File: config.mk
export PLATFORM = sky130hd
export DESIGN_NAME = crc_framed_packet_parser_top_flat
export DESIGN_NICKNAME = d
export VERILOG_FILES = /design/src/rtl/core/cfpp_pkg.sv /design/src/rtl/core/cfpp_channels.sv /design/src/rtl/core/crc_framed_packet_parser_top.sv /design/src/rtl/core/cfpp_crc.sv /design/src/flat_wrapper.sv
export SDC_FILE = /design/constraint.sdc
export NUM_CORES = 2
export LEC_CHECK = 0
export BUFFER_PORTS_ARGS = -buffer_cell sky130_fd_sc_hd__buf_2
export CAP_MARGIN = 20
export CORE_ASPECT_RATIO = 1.5
export CORE_MARGIN = 10
export CORE_UTILIZATION = 25
export CTS_CLUSTER_DIAMETER = 200
export CTS_CLUSTER_SIZE = 28
export DETAILED_ROUTE_END_ITERATION = 8
export GPL_TIMING_DRIVEN = 0
export PLACE_DENSITY = 0.46
export SYNTH_ARGS = -nofsm -noshare
export SYNTH_HDL_FRONTEND = slang
export SYNTH_SLANG_ARGS = --single-unit
File: constraint.sdc
create_clock -name clk -period 10.9 [get_ports clk]
set_clock_uncertainty 0.2 [all_clocks]
set_input_delay 3.27 -clock clk [delete_from_list [all_inputs] [get_ports clk]]
set_output_delay 3.27 -clock clk [all_outputs]
set_load 0.03 [all_outputs]
File: src/rtl/core/cfpp_pkg.sv
// ----------------------------------------------------------------------------
// cfpp_pkg
// Types and constants of the framed packet parser.
// ----------------------------------------------------------------------------
package cfpp_pkg;

  localparam int BUFFER_DEPTH = 128;
  localparam int ADDR_W       = 7;
  localparam int CNT_W        = 8;
  localparam int MAX_PAYLOAD  = 48;
  localparam int LEN_W        = 6;
  localparam int OFF_W        = 6;

  localparam logic [CNT_W-1:0] HEADER_BYTES = 8'd6;
  localparam logic [CNT_W-1:0] FRAME_OVERHEAD = 8'd8;

  localparam logic [15:0] CRC_POLY = 16'h1021;
  localparam logic [15:0] CRC_INIT = 16'hFFFF;

  localparam logic [2:0] ST_NONE    = 3'd0;
  localparam logic [2:0] ST_FRAME   = 3'd1;
  localparam logic [2:0] ST_VERSION = 3'd2;
  localparam logic [2:0] ST_LENGTH  = 3'd3;
  localparam logic [2:0] ST_CRC     = 3'd4;

  localparam logic [1:0] REG_SOF1    = 2'd0;
  localparam logic [1:0] REG_SOF2    = 2'd1;
  localparam logic [1:0] REG_VERSION = 2'd2;
  localparam logic [1:0] REG_TIMEOUT = 2'd3;

  typedef struct packed {
    logic       init;
    logic       start;
    logic [7:0] data;
  } crc_ctrl_t;

endpackage

File: src/rtl/core/cfpp_channels.sv
// ----------------------------------------------------------------------------
// cfpp channels
// Valid/ready channels for input items and result items.
// ----------------------------------------------------------------------------
interface cfpp_in_if;
  logic        valid;
  logic        ready;
  logic        mode;
  logic [7:0]  data_byte;
  logic [31:0] now_ms;

  modport source (output valid, mode, data_byte, now_ms, input ready);
  modport sink   (input valid, mode, data_byte, now_ms, output ready);
endinterface

interface cfpp_out_if;
  logic                         valid;
  logic                         ready;
  logic [2:0]                   status;
  logic [7:0]                   frame_id;
  logic [7:0]                   sequence_number;
  logic [cfpp_pkg::LEN_W-1:0]   frame_len;
  logic [7:0]                   payload_byte;
  logic                         last;

  modport source (output valid, status, frame_id, sequence_number, frame_len,
                  payload_byte, last, input ready);
  modport sink   (input valid, status, frame_id, sequence_number, frame_len,
                  payload_byte, last, output ready);
endinterface

File: src/rtl/core/crc_framed_packet_parser_top.sv
// ----------------------------------------------------------------------------
// crc_framed_packet_parser_top
// Ring-buffered SOF/length/CRC-16 frame parser with timeout on partial frames.
// ----------------------------------------------------------------------------
// Checking: a rescan repeats the frame check per dropped byte, and each CRC byte
//   goes through the bit-serial CRC unit; each read waits on the registered port.
// Throughput: one item at a time; a new item is taken after the last result of the
//   previous one is accepted.
// Reset: synchronous; empties the buffer, clears the timer, loads register defaults.
module crc_framed_packet_parser_top (
  input  logic              clk,
  input  logic              rst,
  cfpp_in_if.sink           pkt_in,
  cfpp_out_if.source        pkt_out,
  input  logic              cfg_write_en,
  input  logic [1:0]        cfg_index,
  input  logic [15:0]       cfg_data
);

  localparam logic [4:0] S_IDLE = 5'd0;
  localparam logic [4:0] S_TMO  = 5'd1;
  localparam logic [4:0] S_SCAN = 5'd2;
  localparam logic [4:0] S_RDW  = 5'd3;
  localparam logic [4:0] S_P0   = 5'd4;
  localparam logic [4:0] S_P1   = 5'd5;
  localparam logic [4:0] S_VER  = 5'd6;
  localparam logic [4:0] S_LEN  = 5'd7;
  localparam logic [4:0] S_CRCB = 5'd8;
  localparam logic [4:0] S_CRCW = 5'd9;
  localparam logic [4:0] S_RX0  = 5'd10;
  localparam logic [4:0] S_RX1  = 5'd11;
  localparam logic [4:0] S_ID   = 5'd12;
  localparam logic [4:0] S_SEQ  = 5'd13;
  localparam logic [4:0] S_PL   = 5'd14;
  localparam logic [4:0] S_OUT  = 5'd15;

  localparam int AW = cfpp_pkg::ADDR_W;
  localparam int CW = cfpp_pkg::CNT_W;
  localparam int OW = cfpp_pkg::OFF_W;
  localparam int LW = cfpp_pkg::LEN_W;

  logic [4:0]    state;
  logic [4:0]    ret_st;
  logic [OW-1:0] rd_off;
  logic [AW-1:0] head;
  logic [CW-1:0] count;
  logic          active;
  logic [31:0]   started;
  logic [7:0]    sof1;
  logic [7:0]    sof2;
  logic [7:0]    version;
  logic [15:0]   timeout;
  logic [31:0]   now_r;
  logic [2:0]    last_err;
  logic [LW-1:0] len;
  logic [OW-1:0] crc_off;
  logic [7:0]    rx_lo;
  logic [7:0]    msg_id;
  logic [7:0]    seq_no;
  logic [LW-1:0] k;
  logic          is_frame;

  logic          out_valid;
  logic [2:0]    out_status;
  logic [7:0]    out_id;
  logic [7:0]    out_seq;
  logic [LW-1:0] out_len;
  logic [7:0]    out_byte;
  logic          out_last;

  logic [7:0]    mem [cfpp_pkg::BUFFER_DEPTH];
  logic [7:0]    rdata;
  logic [AW-1:0] wr_addr;
  logic          in_acc;
  logic          full;
  logic          len_ok;
  logic          len_avail;
  logic [CW-1:0] flen;
  logic [31:0]   elapsed;

  cfpp_pkg::crc_ctrl_t crc_ctrl;
  logic [15:0]         crc;
  logic                crc_busy;

  cfpp_crc u_crc (
    .clk  (clk),
    .rst  (rst),
    .ctrl (crc_ctrl),
    .crc  (crc),
    .busy (crc_busy)
  );

  assign in_acc  = pkt_in.valid && pkt_in.ready;
  assign full    = (count == CW'(cfpp_pkg::BUFFER_DEPTH));
  assign wr_addr = full ? head : head + count[AW-1:0];
  assign flen    = cfpp_pkg::FRAME_OVERHEAD + CW'(len);
  assign elapsed = now_r - started;

  always_comb begin
    len_ok    = (rdata <= 8'(cfpp_pkg::MAX_PAYLOAD));
    len_avail = (count >= cfpp_pkg::FRAME_OVERHEAD + rdata);
    crc_ctrl.init  = (state == S_LEN) && len_ok && len_avail;
    crc_ctrl.start = (state == S_CRCB);
    crc_ctrl.data  = rdata;
  end

  // Ring store: one write port, one registered read port
  always_ff @(posedge clk) begin
    if (in_acc && !pkt_in.mode) begin
      mem[wr_addr] <= pkt_in.data_byte;
    end
    rdata <= mem[head + AW'(rd_off)];
  end

  always_ff @(posedge clk) begin
    if (rst) begin
      sof1    <= 8'hAA;
      sof2    <= 8'h55;
      version <= 8'h01;
      timeout <= 16'd100;
    end else if (cfg_write_en) begin
      case (cfg_index)
        cfpp_pkg::REG_SOF1:    sof1    <= cfg_data[7:0];
        cfpp_pkg::REG_SOF2:    sof2    <= cfg_data[7:0];
        cfpp_pkg::REG_VERSION: version <= cfg_data[7:0];
        cfpp_pkg::REG_TIMEOUT: timeout <= cfg_data;
        default: ;
      endcase
    end
  end

  always_ff @(posedge clk) begin
    if (rst) begin
      state     <= S_IDLE;
      head      <= '0;
      count     <= '0;
      active    <= 1'b0;
      started   <= '0;
      out_valid <= 1'b0;
      rd_off    <= '0;
    end else begin
      case (state)
        S_IDLE: begin
          if (in_acc) begin
            now_r    <= pkt_in.now_ms;
            last_err <= cfpp_pkg::ST_NONE;
            if (!pkt_in.mode) begin
              if (full) begin
                head <= head + AW'(1);
              end else begin
                count <= count + CW'(1);
              end
            end
            state <= S_TMO;
          end
        end
        S_TMO: begin
          if (active && (elapsed >= {16'h0000, timeout})) begin
            active <= 1'b0;
            if (count != '0) begin
              head  <= head + AW'(1);
              count <= count - CW'(1);
            end
          end
          state <= S_SCAN;
        end
        S_SCAN: begin
          if (count == '0) begin
            active     <= 1'b0;
            out_status <= last_err;
            out_id     <= '0;
            out_seq    <= '0;
            out_len    <= '0;
            out_byte   <= '0;
            out_last   <= 1'b1;
            is_frame   <= 1'b0;
            out_valid  <= 1'b1;
            state      <= S_OUT;
          end else begin
            rd_off <= OW'(0);
            ret_st <= S_P0;
            state  <= S_RDW;
          end
        end
        S_RDW: begin
          state <= ret_st;
        end
        S_P0: begin
          if (rdata != sof1) begin
            head   <= head + AW'(1);
            count  <= count - CW'(1);
            active <= 1'b0;
            state  <= S_SCAN;
          end else if (count == CW'(1)) begin
            if (!active) begin
              started <= now_r;
              active  <= 1'b1;
            end
            out_status <= last_err;
            out_id     <= '0;
            out_seq    <= '0;
            out_len    <= '0;
            out_byte   <= '0;
            out_last   <= 1'b1;
            is_frame   <= 1'b0;
            out_valid  <= 1'b1;
            state      <= S_OUT;
          end else begin
            rd_off <= OW'(1);
            ret_st <= S_P1;
            state  <= S_RDW;
          end
        end
        S_P1: begin
          if (rdata != sof2) begin
            head   <= head + AW'(1);
            count  <= count - CW'(1);
            active <= 1'b0;
            state  <= S_SCAN;
          end else if (count < cfpp_pkg::HEADER_BYTES) begin
            if (!active) begin
              started <= now_r;
              active  <= 1'b1;
            end
            out_status <= last_err;
            out_id     <= '0;
            out_seq    <= '0;
            out_len    <= '0;
            out_byte   <= '0;
            out_last   <= 1'b1;
            is_frame   <= 1'b0;
            out_valid  <= 1'b1;
            state      <= S_OUT;
          end else begin
            rd_off <= OW'(2);
            ret_st <= S_VER;
            state  <= S_RDW;
          end
        end
        S_VER: begin
          if (rdata != version) begin
            head     <= head + AW'(1);
            count    <= count - CW'(1);
            active   <= 1'b0;
            last_err <= cfpp_pkg::ST_VERSION;
            state    <= S_SCAN;
          end else begin
            rd_off <= OW'(5);
            ret_st <= S_LEN;
            state  <= S_RDW;
          end
        end
        S_LEN: begin
          if (!len_ok) begin
            head     <= head + AW'(1);
            count    <= count - CW'(1);
            active   <= 1'b0;
            last_err <= cfpp_pkg::ST_LENGTH;
            state    <= S_SCAN;
          end else if (!len_avail) begin
            if (!active) begin
              started <= now_r;
              active  <= 1'b1;
            end
            out_status <= last_err;
            out_id     <= '0;
            out_seq    <= '0;
            out_len    <= '0;
            out_byte   <= '0;
            out_last   <= 1'b1;
            is_frame   <= 1'b0;
            out_valid  <= 1'b1;
            state      <= S_OUT;
          end else begin
            len     <= rdata[LW-1:0];
            crc_off <= OW'(3);
            rd_off  <= OW'(2);
            ret_st  <= S_CRCB;
            state   <= S_RDW;
          end
        end
        S_CRCB: begin
          state <= S_CRCW;
        end
        S_CRCW: begin
          // crc covers offsets 2 .. 5+len
          if (!crc_busy) begin
            if (crc_off < OW'(6) + len) begin
              rd_off  <= crc_off;
              crc_off <= crc_off + OW'(1);
              ret_st  <= S_CRCB;
            end else begin
              rd_off <= OW'(6) + len;
              ret_st <= S_RX0;
            end
            state <= S_RDW;
          end
        end
        S_RX0: begin
          rx_lo  <= rdata;
          rd_off <= OW'(7) + len;
          ret_st <= S_RX1;
          state  <= S_RDW;
        end
        S_RX1: begin
          if ({rdata, rx_lo} != crc) begin
            head     <= head + AW'(1);
            count    <= count - CW'(1);
            active   <= 1'b0;
            last_err <= cfpp_pkg::ST_CRC;
            state    <= S_SCAN;
          end else begin
            rd_off <= OW'(3);
            ret_st <= S_ID;
            state  <= S_RDW;
          end
        end
        S_ID: begin
          msg_id <= rdata;
          rd_off <= OW'(4);
          ret_st <= S_SEQ;
          state  <= S_RDW;
        end
        S_SEQ: begin
          seq_no <= rdata;
          k      <= '0;
          if (len == '0) begin
            out_status <= cfpp_pkg::ST_FRAME;
            out_id     <= msg_id;
            out_seq    <= rdata;
            out_len    <= '0;
            out_byte   <= '0;
            out_last   <= 1'b1;
            is_frame   <= 1'b1;
            out_valid  <= 1'b1;
            state      <= S_OUT;
          end else begin
            rd_off <= OW'(6);
            ret_st <= S_PL;
            state  <= S_RDW;
          end
        end
        S_PL: begin
          out_status <= cfpp_pkg::ST_FRAME;
          out_id     <= msg_id;
          out_seq    <= seq_no;
          out_len    <= len;
          out_byte   <= rdata;
          out_last   <= (k + LW'(1) == len);
          is_frame   <= 1'b1;
          out_valid  <= 1'b1;
          state      <= S_OUT;
        end
        S_OUT: begin
          if (pkt_out.ready) begin
            out_valid <= 1'b0;
            if (out_last) begin
              if (is_frame) begin
                head   <= head + flen[AW-1:0];
                count  <= count - flen;
                active <= 1'b0;
              end
              state <= S_IDLE;
            end else begin
              k      <= k + LW'(1);
              rd_off <= OW'(7) + OW'(k);
              ret_st <= S_PL;
              state  <= S_RDW;
            end
          end
        end
        default: state <= S_IDLE;
      endcase
    end
  end

  assign pkt_in.ready            = (state == S_IDLE);
  assign pkt_out.valid           = out_valid;
  assign pkt_out.status          = out_status;
  assign pkt_out.frame_id        = out_id;
  assign pkt_out.sequence_number = out_seq;
  assign pkt_out.frame_len       = out_len;
  assign pkt_out.payload_byte    = out_byte;
  assign pkt_out.last            = out_last;

endmodule

File: src/rtl/core/cfpp_crc.sv
// ----------------------------------------------------------------------------
// cfpp_crc
// Bit-serial CRC-16/CCITT-FALSE unit.
// ----------------------------------------------------------------------------
module cfpp_crc (
  input  logic                clk,
  input  logic                rst,
  input  cfpp_pkg::crc_ctrl_t ctrl,
  output logic [15:0]         crc,
  output logic                busy
);

  logic [2:0] bit_cnt;

  always_ff @(posedge clk) begin
    if (rst) begin
      busy    <= 1'b0;
      bit_cnt <= '0;
    end else if (ctrl.init) begin
      crc  <= cfpp_pkg::CRC_INIT;
      busy <= 1'b0;
    end else if (ctrl.start) begin
      crc     <= crc ^ {ctrl.data, 8'h00};
      busy    <= 1'b1;
      bit_cnt <= '0;
    end else if (busy) begin
      crc     <= crc[15] ? ({crc[14:0], 1'b0} ^ cfpp_pkg::CRC_POLY) : {crc[14:0], 1'b0};
      bit_cnt <= bit_cnt + 3'd1;
      if (bit_cnt == 3'd7) begin
        busy <= 1'b0;
      end
    end
  end

endmodule

File: src/flat_wrapper.sv
// flat-port wrapper written by rule: the top's interface ports become plain ports
module crc_framed_packet_parser_top_flat 
  (clk, rst, cfg_write_en, cfg_index, cfg_data, pkt_in_valid, pkt_in_mode, pkt_in_data_byte, pkt_in_now_ms, pkt_in_ready, pkt_out_valid, pkt_out_status, pkt_out_frame_id, pkt_out_sequence_number, pkt_out_frame_len, pkt_out_payload_byte, pkt_out_last, pkt_out_ready);
  cfpp_in_if pkt_in_i ();
  cfpp_out_if pkt_out_i ();
  input  logic clk;
  input  logic rst;
  input  logic cfg_write_en;
  input  logic [1:0] cfg_index;
  input  logic [15:0] cfg_data;
  input wire logic [$bits(pkt_in_i.valid)-1:0] pkt_in_valid;
  input wire logic [$bits(pkt_in_i.mode)-1:0] pkt_in_mode;
  input wire logic [$bits(pkt_in_i.data_byte)-1:0] pkt_in_data_byte;
  input wire logic [$bits(pkt_in_i.now_ms)-1:0] pkt_in_now_ms;
  output wire logic [$bits(pkt_in_i.ready)-1:0] pkt_in_ready;
  output wire logic [$bits(pkt_out_i.valid)-1:0] pkt_out_valid;
  output wire logic [$bits(pkt_out_i.status)-1:0] pkt_out_status;
  output wire logic [$bits(pkt_out_i.frame_id)-1:0] pkt_out_frame_id;
  output wire logic [$bits(pkt_out_i.sequence_number)-1:0] pkt_out_sequence_number;
  output wire logic [$bits(pkt_out_i.frame_len)-1:0] pkt_out_frame_len;
  output wire logic [$bits(pkt_out_i.payload_byte)-1:0] pkt_out_payload_byte;
  output wire logic [$bits(pkt_out_i.last)-1:0] pkt_out_last;
  input wire logic [$bits(pkt_out_i.ready)-1:0] pkt_out_ready;
  assign pkt_in_i.valid = pkt_in_valid;
  assign pkt_in_i.mode = pkt_in_mode;
  assign pkt_in_i.data_byte = pkt_in_data_byte;
  assign pkt_in_i.now_ms = pkt_in_now_ms;
  assign pkt_in_ready = pkt_in_i.ready;
  assign pkt_out_valid = pkt_out_i.valid;
  assign pkt_out_status = pkt_out_i.status;
  assign pkt_out_frame_id = pkt_out_i.frame_id;
  assign pkt_out_sequence_number = pkt_out_i.sequence_number;
  assign pkt_out_frame_len = pkt_out_i.frame_len;
  assign pkt_out_payload_byte = pkt_out_i.payload_byte;
  assign pkt_out_last = pkt_out_i.last;
  assign pkt_out_i.ready = pkt_out_ready;
  crc_framed_packet_parser_top u_core (.clk(clk), .rst(rst), .pkt_in(pkt_in_i), .pkt_out(pkt_out_i), .cfg_write_en(cfg_write_en), .cfg_index(cfg_index), .cfg_data(cfg_data));
endmodule
==> out/metrics.cfg <==
[layout]
diodes = 0
syn_to_final_growth_pct = 11.5
post-route-cell-area_mm2 = 0.0598
drive_gt1_share_pct = 17.1
layout.nets = 3483

[detailed_routing]
wirelength_mm = 153
drt_drc_violations_left = 0
routedWlPerCell_um = 24.7
first_pass_iters = 7
vias = 28252
drtAntennaViolNets = 0
routed_via_density = 4.58
drtIter0Drc = 2250

[cts]
cts_buffers = 51
cts_tree = built
clk_path_buf_depth = 3
cts_resized = 0
root_buffer = clkbuf_16
h-tree-depth = 2
cts_hold_buf = 0
cts_setup_buffers = 0
clock_latency_ns = 0.73
cts.clk_slew.worst_paths_ns = 0.11
cts_sinks = 1267

[setup_path]
reg2reg_from = u_core.now_r[6]
startpoint_type = input pin
cp-end-kind = flop
worstPathMaxFanout = 8
r2r_slack_ns = 5.29
r2r-end = u_core.count[6]
r2r_cells = 21
crit_type = input pin to flop
required_ns = 11.07
arrival_ns = 6.46

[timing]
fmax_mhz = 159
maxSlewViolCount = 0
finalCriticalPeriod_ns = 6.28
finalSetupViolCount = 0
hold_viol = 0
hold_slack_ns = 0.267
relSlewSlack_pct = 26.3
fin_setup_tns_ns = 0
worstMarginPinSlew_ns = 1.11
fin_crit_sh_pct = 57.6
fin_ws_ns = 4.62
rsz0062_at_grt = false

[min_path]
hold_depth = 2
hp-class = flop to flop
worstHoldStart = u_core.timeout[15]
hold_end = u_core.timeout[15]

[power_and_ir_drop]
ir_drop_mv = 0.151
p_per_area_mw_per_mm2 = 203
power.leakage_uw = 0.0182

[synth]
yosysSeqAreaShare_pct = 68.9
synth_cell_types = 82
syn_nets = 3294
syn_area_per_cell_um2 = 17.1
synth_area_leaders = edfxtp_1 65%, mux4_2 14%, dfxtp_1 4.1%, ha_1 2.2%, nor2_1 2.0%
synthFlopType = edfxtp_1
synth_common_cells = 1156 x edfxtp_1, 336 x mux4_2, 280 x nor2_1
synth.top_cell.area_share_pct = 64.8
synth_edf_count = 1156
syn_inst = 3130
async_reset_ff_share_pct = 0
ys_seq_elements = 1267
syn-cell-area_mm2 = 0.0536
yosysMostFrequentCell = edfxtp_1
yosys_warnings = 0
yosys.area.top_type = edfxtp_1

[die]
dieHeight_um = 587
die_area_mm2 = 0.234
num_io_pins = 100
rows = 208
fp.dieW_um = 398
start_util_pct = 25.1
core_area_mm2 = 0.214

[grt]
first_global_vias = 29516
grt_max_degree = 105
grt_first_pass_wirelength_mm = 217
antenna_found_initial = 1
grt_remaining_overflow = 0
track_usage_pct = 12.6

[job]
drv_cap = 0

[outcome]
status = complete, no violations

[placement]
placed_area_mm2 = 0.0582
gp_congestion = 0.854
io_buffers = 99
dp_hpwl_mm = 110
place_ws_ns = 3.81

[metrics by stage]
stage	total power, uW	std cells	util, %
finish	12100	6173	28.0
global route	12700	6173	28.0
detailed placement	9910	6094	27.3
global placement	9820	6064	27.0
floorplan	8240	3130	-
CTS	12300	6166	27.9
[cells by family after synthesis]
logic type	Yosys count	synth area share, %
simple gates	670	5.62
mux	407	15.5
flops	1267	68.9
xor+xnor	107	1.75
fa+ha+maj	100	2.40
compound gates	334	4.06
buf+inv	245	1.77
[state kept, by name, indices dropped and copies added, names as in the netlist, 16 cells and up]
register,flops
u_core.mem,1024
u_core.now_r,32
u_core.started,32
u_core.timeout,16
u_core.u_crc.crc,16
[cell type report]
| cell class | count | area, um^2 |
|---|---|---|
| tap | 2835 | 3550 |
| clock buffer | 66 | 1330 |
| fill | 21448 | 154000 |
| clock inverter | 6 | 90.1 |
| inverter | 87 | 327 |
| sequential | 1267 | 36900 |
| multi-input combinational | 1618 | 15700 |
| timing repair buffer | 136 | 1170 |
| buffer | 158 | 623 |
[routing by layer]
metal  share of wire (%)  track usage, %
met1                  39            14.7
met3                 3.4            1.52
met4                 2.4            2.91
met2                  55            24.2
met5                   0               0
[worst max-delay path, cell delays in order]
cell and delay [ns]:
buf_2 0.18, nand2b_1 0.29, nor3_1 0.46, nand3_1 0.85
clkbuf_1 0.47, buf_16 0.24, nor2_1 0.67
[how the worst max path moves through the flow]
stage | startpoint | to | slack [ns]
after global routing | pkt_in_valid | u_core.mem[37][7] | 4.48
after detailed placement | pkt_in_valid | u_core.mem[77][2] | 3.81
after global placement | pkt_in_valid | u_core.mem[77][1] | 3.57
after CTS | pkt_in_valid | u_core.mem[77][7] | 4.59
after floorplan | rst | u_core.is_frame | 5.11
final | pkt_in_valid | u_core.mem[45][5] | 4.62
[power breakdown]
part	leakage, uW	switching, uW	internal (uW)
Sequential	0.0113	144	5480
Clock	0.000688	1530	882
Combinational	0.00618	2410	1690
Total	0.0182	4080	8050
[cell usage in the layout, fill, tap and decap left out, types with 10 or more instances in the layout]
| cell | n |
|---|---|
| edfxtp_1 | 1156 |
| mux4_2 | 336 |
| nor2_1 | 279 |
| nand2_1 | 174 |
| clkbuf_1 | 134 |
| a21oi_1 | 113 |
| dfxtp_1 | 111 |
| buf_2 | 101 |
| ha_1 | 95 |
| inv_1 | 86 |
| xnor2_1 | 66 |
| mux2i_1 | 62 |
| nand3_1 | 56 |
| o21ai_0 | 51 |
| clkbuf_16 | 51 |
| xor2_1 | 39 |
| a21o_1 | 32 |
| buf_1 | 27 |
| nor3_1 | 26 |
| nand4_1 | 23 |
| buf_8 | 19 |
| and2_1 | 18 |
| and3_1 | 18 |
| o211ai_1 | 17 |
| nor2b_1 | 14 |
| nand2b_1 | 13 |
| a22o_1 | 13 |
| a211oi_1 | 12 |
| o21a_1 | 10 |
| buf_16 | 10 |
(Power assumes the default switching activity.)
